### config.mk
export PLATFORM = sky130hd
export DESIGN_NAME = hlt_ctrl
export DESIGN_NICKNAME = d
export VERILOG_FILES = /design/src/design/heartbeat_liveness_table_defines.svh /design/src/design/hlt_pkg.sv /design/src/design/hlt_ctrl.sv
export SDC_FILE = /design/constraint.sdc
export NUM_CORES = 1
export LEC_CHECK = 0
export BUFFER_PORTS_ARGS = -buffer_cell sky130_fd_sc_hd__buf_4
export CAP_MARGIN = 40
export CORE_AREA = 2 2 39 41
export CTS_CLUSTER_SIZE = 24
export DETAILED_ROUTE_END_ITERATION = 8
export DIE_AREA = 0 0 41 43
export PLACE_DENSITY_LB_ADDON = 0.2
export SYNTH_ARGS = -nofsm -noshare
export SYNTH_HDL_FRONTEND = slang
export SYNTH_SLANG_ARGS = --single-unit
### constraint.sdc
create_clock -name clk -period 0.8 [get_ports clk]
set_input_delay 0 -clock clk [delete_from_list [all_inputs] [get_ports clk]]
set_output_delay 0 -clock clk [all_outputs]
set_load 0.02 [all_outputs]
### src/design/heartbeat_liveness_table_defines.svh
// Assertion macros for the liveness table. The clock and reset names are fixed.
`ifndef HEARTBEAT_LIVENESS_TABLE_DEFINES_SVH
`define HEARTBEAT_LIVENESS_TABLE_DEFINES_SVH

// The consequent must hold in the same cycle as the antecedent.
`define HLT_ASSERT_SAME(label, ante, cons, msg) \
	label: assert property (@(posedge clk) disable iff (!arst_n) (ante) |-> (cons)) \
		else $error(msg);

// The consequent must hold in the cycle after the antecedent.
`define HLT_ASSERT_NEXT(label, ante, cons, msg) \
	label: assert property (@(posedge clk) disable iff (!arst_n) (ante) |=> (cons)) \
		else $error(msg);

`endif

### src/design/hlt_pkg.sv
`default_nettype none

package hlt_pkg;

	localparam int KEY_W   = 64;
	localparam int TIME_W  = 32;
	localparam int ADDR_W  = 32;
	localparam int PORT_W  = 16;
	localparam int SLOT_W  = 5;
	localparam int COUNT_W = 6;
	localparam int CODE_W  = 2;

	localparam logic [TIME_W-1:0] TIMEOUT_RESET = 32'd5000;

	localparam logic [CODE_W-1:0] CMD_BEAT   = 2'd0;
	localparam logic [CODE_W-1:0] CMD_SWEEP  = 2'd1;
	localparam logic [CODE_W-1:0] CMD_LOOKUP = 2'd2;
	localparam logic [CODE_W-1:0] CMD_NONE   = 2'd3;

	localparam logic [CODE_W-1:0] ST_OK        = 2'd0;
	localparam logic [CODE_W-1:0] ST_NOT_FOUND = 2'd1;
	localparam logic [CODE_W-1:0] ST_FULL      = 2'd2;

	localparam logic [CODE_W-1:0] EV_NONE    = 2'd0;
	localparam logic [CODE_W-1:0] EV_ONLINE  = 2'd1;
	localparam logic [CODE_W-1:0] EV_OFFLINE = 2'd2;

	typedef struct packed {
		logic [KEY_W-1:0]  key;
		logic [ADDR_W-1:0] addr;
		logic [PORT_W-1:0] port;
		logic [TIME_W-1:0] first_seen;
		logic [TIME_W-1:0] last_seen;
	} hlt_rec_t;

	typedef enum logic [1:0] {
		S_IDLE,
		S_SCAN,
		S_FINISH
	} hlt_state_t;

	typedef struct packed {
		logic load;
		logic scan;
		logic finish;
	} hlt_ctl_t;

	typedef struct packed {
		logic cmd_nop;
		logic scan_end;
		logic out_free;
	} hlt_sts_t;

endpackage

`default_nettype wire

### src/design/hlt_ctrl.sv
`default_nettype none

module hlt_ctrl (
	input  logic              clk,
	input  logic              arst_n,
	input  logic              in_valid,
	input  hlt_pkg::hlt_sts_t sts,
	output logic              in_ready,
	output hlt_pkg::hlt_ctl_t ctl
);
	import hlt_pkg::*;

	hlt_state_t state_q;
	hlt_state_t state_d;

	always_ff @(posedge clk or negedge arst_n) begin
		if (!arst_n) begin
			state_q <= S_IDLE;
		end else begin
			state_q <= state_d;
		end
	end

	always_comb begin
		state_d  = state_q;
		in_ready = 1'b0;
		ctl      = '0;
		unique case (state_q)
			S_IDLE: begin
				in_ready = 1'b1;
				if (in_valid && !sts.cmd_nop) begin
					ctl.load = 1'b1;
					state_d  = S_SCAN;
				end
			end
			S_SCAN: begin
				ctl.scan = 1'b1;
				if (sts.scan_end) begin
					state_d = S_FINISH;
				end
			end
			S_FINISH: begin
				ctl.finish = 1'b1;
				if (sts.out_free) begin
					state_d = S_IDLE;
				end
			end
			default: begin
				state_d = S_IDLE;
			end
		endcase
	end

endmodule

`default_nettype wire

After elaboration in Yosys (flattened, before gate mapping)

Cells that the tools add are included.

Flip-flop bits (word level): 2
Output and inout bits: 4
Word-level logic and storage cells: 19

Equality and inequality tests: 5
Mux-type cells: 9
Reductions and logical operators: 4

Operator list:

| cell                                                             | count |
|---|---|
| 2-bit 2-to-1 mux                                                 | 3 |
| 2-bit inequality test (second input constant)                    | 3 |
| 2-bit case mux with 3 select lines                               | 1 |
| 1-bit 2-to-1 mux                                                 | 5 |
| 3-bit AND reduction                                              | 1 |
| 2-bit by 1-bit == test with 1-bit output (second input constant) | 1 |
| 2-bit == test (second input constant)                            | 1 |
| 2-bit logical NOT                                                | 1 |
| 1-bit logical AND                                                | 1 |
| 1-bit logical NOT                                                | 1 |

Logic depth before layout (Yosys ltp)

Gate-level depths: netlist (run 1).

Depth after elaboration: 4
Depth in mapped cells: 2
Gate-level depth less buffers: 2

Worst setup path before layout (run 1)

No wires, ideal clock.

Kind: reg2reg
From: register state_q[0]
To: register state_q[0]
Library setup time: 0.066 ns
Arrival time: 1.081 ns
Slack: -0.347 ns
Cell stages (with the launch flop): 3
Period minus slack after synthesis: 1.147 ns
Cell sequence: dfrtp_1 nor4b_2 a21o_1

Word-level cells in the longest chain between the ends: 3
Elaborated cells between the ends (all ways): 8

RTL lines:

| what                                                             | line           | RTL |
|---|---|---|
| start, declared                                                  | hlt_ctrl.sv:13 | `hlt_state_t state_q;` |
| start signal, assigned                                           | hlt_ctrl.sv:20 | `state_q <= state_d;` |
| 2-bit by 1-bit == test with 1-bit output (tied with other cells) | hlt_ctrl.sv:28 | `unique case (state_q)` |
| 2-bit inequality test (no source line)                           | --             |  |
| 3-bit AND reduction (no source line)                             | --             |  |

Several ways; a longest one is shown, not always the timed one.
A chain may end at the register's enable or synchronous reset.

==> results_dict.tcl, run 1 <==
set metrics [dict create \
    cts_tree "done" \
    diodes 0 \
    ios 10 \
    synth-seq-cells 2 \
    cp-end-kind "primary output" \
    num_rows 14 \
    seq_area_sq_um 50.0 \
    routed_wl_microns 352 \
    grt_pass1_vias 151 \
    hpwl_microns 261 \
    setup_viol 6 \
    grt-ovfl-total 0 \
    crit_family "flip-flops" \
    yosysSeqAreaShare_pct 43.5 \
    cp-start-kind "flop" \
    grt_usage_pct 5.43 \
    clock-root-buffer "clkbuf_4" \
    leakagePower_nw 0.152 \
    layout_commonest_cell "buf_4" \
    cts.htree.levels 1 \
    start_util_pct 8.32 \
    vias 132 \
    slew_headroom_pct 85.7 \
    power_density_mw_per_mm2 2370 \
    run_status "finished, violations left" \
    post-route-drc-count 0 \
    syn_area_sq_um 115 \
    synth_fp_nets 17 \
    p_total_mw 0.658 \
    finClkSkew_ns 0.00395 \
    violations "negative setup slack" \
    synthDistinctLibCells 9 \
    numCtsBuffers 3 \
    critical_path_class "flop to primary output" \
    rsz0062_at_grt "true" \
    largest_reg_flops 2 \
    max_freq_mhz 921 \
    path_clk_slew_ns 0.03 \
    final_nets 35 \
    portBuffers 9 \
    critPathMaxStageDelay_ns 0.40 \
    setup_slack_ns -0.286 \
    drtPass1Iterations 1 \
    die_w_microns 41 \
    vias_per_cell 3.07 \
    cp_max_fo 3 \
    grt_max_degree 5 \
    core_sq_mm 0.00138 \
    fillers 155 \
    antenna_found_initial 0 \
    cts_buffer_depth 2 \
    yosysWarnings 0 \
    area_delta_synth_final_pct 141 \
    drv_cap 0 \
    layout_common_cells "buf_4, clkbuf_4, inv_1, dfrtp_1" \
    timing.hold.ws_ns 0.0195 \
    hold_viol 0 \
    drt-initial-drc-count 0 \
    cp.required_ns 0.80 \
    path_buf_inv 1 \
    regMostFlops "state_q" \
    multiInputGateArea_sq_um 66.3 \
    peakVddDrop_uv 560 \
    worstSkewPairLatency_ns 0.23 \
    tightest_slew_ns 0.213 \
    slew_viol_final 0 \
    fin_crit_sh_pct 136 \
    cp.arrival_ns 1.09 \
    die_area_sq_mm 0.00176 \
    synth_cells 11 \
    grt_pass1_wl_microns 538 \
    synth.avg_cell_area_sq_um 10.5 \
    die_h_microns 43 \
    wire_per_inst_microns 8.19 \
    layout-drive-gt1-share_pct 70.4 \
    crit_path_cell_trace "nor4b_4, buf_4" \
    hold_class "input pin to flop" \
    clock-sinks 2 \
    crit_slowest_cell "dfrtp_1" \
    drtAntennaViolNets 0 \
    reg_top3 "state_q (2)" \
    gp_congestion 0.565 \
    final.min_clock_period_ns 1.09 \
]
report_power, final:
part           switching (mW)  internal (mW)  leakage, nW
sequential             0.0269          0.121       0.0262
clock                  0.0627          0.166       0.0138
combinational           0.117          0.164        0.112
metrics by stage:
stage | util (%) | area, sq um | cells | setup WS (ns) | setup TNS [ns]
2_1_floorplan | - | 126 | 11 | -0.212 | -0.364
6_report | 20.1 | 278 | 43 | -0.286 | -1.35
5_1_grt | 20.1 | 278 | 43 | -0.364 | -1.72
4_1_cts | 19.5 | 270 | 42 | -0.324 | -1.39
3_3_place_gp | 15.5 | 214 | 36 | -0.150 | -0.408
3_5_place_dp | 15.5 | 214 | 36 | -0.144 | -0.385
routing by layer:
metal	vias to the layer above	global-route usage, %	wire, microns
li1	68	-	-
met1	56	4.84	116
met2	8	6.56	179
met3	0	3.14	56
met4	0	8.00	0
met5	-	0	0
synthesized netlist by cell type:
library cell  number  area (sq um)
dfrtp_1            2          50.1
inv_1              2          7.51
a21o_1             1          7.51
a22o_1             1          8.76
buf_4              1          7.51
nor2_1             1          3.75
nor2b_1            1          6.26
nor2b_2            1          8.76
nor4b_2            1          15.0
layout make-up:
cell class | count | area share, %
Multi-Input combinational cell | 6 | 23.9
Clock buffer | 3 | 8.11
Sequential cell | 2 | 18.0
Tap cell | 16 | 7.21
Timing Repair Buffer | 14 | 40.1
Inverter | 2 | 2.70
cells by family (layout without fill, tap and decap cells):
family                 count (synthesis)  after routing  synth area share [%]
AO/OA/AOI/OAI                          2              2                  14.1
buffers and inverters                  3             19                  13.0
flip-flops                             2              2                  43.5
AND/OR/NAND/NOR                        4              4                  29.3
path summary, 6_finish.rpt:
kind,end,cells past startpoint,from,slack (ns)
max,ctl[2],2,state_q[1]$_DFFE_PN0P_,-0.29
min,state_q[1]$_DFFE_PN0P_,2,sts[1],0.02
max reg2reg,state_q[1]$_DFFE_PN0P_,3,state_q[1]$_DFFE_PN0P_,-0.20
min reg2reg,state_q[0]$_DFFE_PN0P_,3,state_q[1]$_DFFE_PN0P_,0.77
max in group asynchronous,state_q[1]$_DFFE_PN0P_,2,arst_n,0.61
min in group asynchronous,state_q[0]$_DFFE_PN0P_,2,arst_n,0.10
what timing repair did:
action	4_1_cts	5_1_grt
hold buffers	1	0
buffers inserted	2	1
resized for setup	2	0
pin swaps	1	1
hold endpoints to repair	2	0
endpoints found under the setup margin	6	6
Note: power is estimated with default switching activity, not from simulation.
==> run 2, diff against run 1 <==
Settings changed: ABC_AREA set to 1, CTS_CLUSTER_DIAMETER set to 100, HOLD_SLACK_MARGIN set to 0.15.
==> results_dict.tcl, run 2 <==
set metrics [dict create \
    max_freq_mhz 1020 \
    cp-end-kind "primary output" \
    setup_slack_ns -0.185 \
    drtAntennaViolNets 0 \
    peakVddDrop_uv 750 \
    core_sq_mm 0.00138 \
    synth-seq-cells 2 \
    seq_area_sq_um 51.3 \
    die_area_sq_mm 0.00176 \
    start_util_pct 8.95 \
    cp.arrival_ns 0.99 \
    synth_area_leaders "dfrtp_1, inv_1, nand2_1, nor2_2, buf_4" \
    cp_max_fo 3 \
    hold_class "input pin to flop" \
    hold_viol 0 \
    finClkSkew_ns 0.00635 \
    p_total_mw 0.696 \
    cts.htree.levels 1 \
    largest_reg_flops 2 \
    cp-start-kind "flop" \
    synth_ff_type "dfrtp_1" \
    synthDistinctLibCells 9 \
    synth.avg_cell_area_sq_um 6.88 \
    grt-ovfl-total 0 \
    diodes 0 \
    grt_pass1_vias 152 \
    regMostFlops "state_q" \
    drv_cap 0 \
    power_density_mw_per_mm2 2210 \
    syn_area_sq_um 124 \
    worstSkewPairLatency_ns 0.23 \
    tightest_slew_ns 0.175 \
    clock-root-buffer "clkbuf_4" \
    final_util_pct 22.8 \
    synth_cells 18 \
    cts_buffer_depth 2 \
    drtPass1Iterations 1 \
    synth_top_area_cell "dfrtp_1" \
    routed_wl_microns 334 \
    layout_commonest_cell "buf_4" \
    fillers 156 \
    rsz0062_at_grt "true" \
    yosysSeqAreaShare_pct 40.4 \
    drt-initial-drc-count 0 \
    clock-sinks 2 \
    post-route-drc-count 0 \
    critical_path_class "flop to primary output" \
    synth_edf_count 0 \
    setup_viol 6 \
    dp.cells 42 \
    antenna_found_initial 0 \
    slew_viol_final 0 \
    synthTopCellsByCount "inv_1, nand2_1, dfrtp_1, nor2_1, nor2_2" \
    ios 10 \
    wire_per_inst_microns 6.42 \
    portBuffers 9 \
    cts_tree "done" \
    vias_per_cell 3.17 \
    violations "negative setup slack" \
    layout_common_cells "buf_4, dlygate4sd3_1" \
    layout-drive-gt1-share_pct 58.3 \
    grt_usage_pct 5.12 \
    run_status "finished, violations left" \
    reg_top3 "state_q (2)" \
    numCtsBuffers 3 \
    hold_buffers 4 \
    grt_pass1_wl_microns 545 \
    vias 165 \
    num_rows 14 \
    final.min_clock_period_ns 0.985 \
    yosysWarnings 0 \
    leakagePower_nw 0.165 \
    grt_max_degree 6 \
    die_h_microns 43 \
    ys_async_sr_fraction_pct 100 \
    hpwl_microns 241 \
    synth_top_area_share_pct 40.4 \
    fin_crit_sh_pct 123 \
    gp_congestion 0.626 \
    instances_no_fill 52 \
    setup_tns_ns -0.677 \
    path_clk_slew_ns 0.03 \
    final_nets 43 \
    slew_headroom_pct 88.3 \
    area_delta_synth_final_pct 155 \
    synth_fp_nets 24 \
    cp.required_ns 0.80 \
    die_w_microns 41 \
    multiInputGateArea_sq_um 65.1 \
]
## run 2: cells by family after synthesis
group	synth area share [%]
buffers and inverters	21.2
and+or+nand+nor	38.4
DFF	40.4
## run 2: worst paths after layout
check / startpoint / cells after the start / slack (ns) / end
min in group asynchronous: arst_n / 3 / 0.63 / state_q[0]$_DFFE_PN0P_
max reg2reg: state_q[1]$_DFFE_PN0P_ / 4 / -0.06 / state_q[0]$_DFFE_PN0P_
min reg2reg: state_q[0]$_DFFE_PN0P_ / 3 / 0.61 / state_q[1]$_DFFE_PN0P_
min: sts[2] / 4 / 0.05 / state_q[0]$_DFFE_PN0P_
max: state_q[1]$_DFFE_PN0P_ / 4 / -0.19 / ctl[2]
max in group asynchronous: arst_n / 3 / 0.04 / state_q[0]$_DFFE_PN0P_
## run 2: worst max-delay path: stages (launching register included)
cell and delay [ns]:
dfrtp_1 0.42, nor2_4 0.13, nand2_2 0.06, inv_2 0.05, buf_6 0.10
## run 2: timing repair
action,4_1_cts,5_1_grt
setup buffers,1,1
hold endpoints to repair,4,1
gates resized for setup,3,1
pin swaps,2,1
setup endpoints to repair,4,6
## run 2: power by group
part           internal [mW]  total (mW)  switching, mW
logic                  0.154       0.290          0.136
registers              0.123       0.157         0.0341
clock network          0.186       0.249         0.0631
## run 2: final cells by class
cell class | count | area share, %
Timing Repair Buffer | 15 | 42.5
Tap cell | 16 | 6.35
Multi-Input combinational cell | 10 | 20.6
Clock buffer | 4 | 8.33
Inverter | 5 | 5.95
Sequential cell | 2 | 16.3
## run 2: metrics by stage
step,setup slack (ns),hold WS (ns),cell area (sq um)
3_5_place_dp,0.0189,-0.215,218
4_1_cts,-0.217,0.0605,303
6_report,-0.185,0.0544,315
2_1_floorplan,0.000804,-0.296,138
3_3_place_gp,0.0248,-0.217,218
5_1_grt,-0.241,0.0848,315
## run 2: per-layer routing
metal | wire length, microns | vias to the layer above | GRT usage [%]
met5 | 0 | - | 0
met2 | 150 | 7 | 6.88
met3 | 32 | 0 | 4.71
met4 | 0 | 0 | 4.00
met1 | 151 | 71 | 4.49
li1 | - | 87 | -
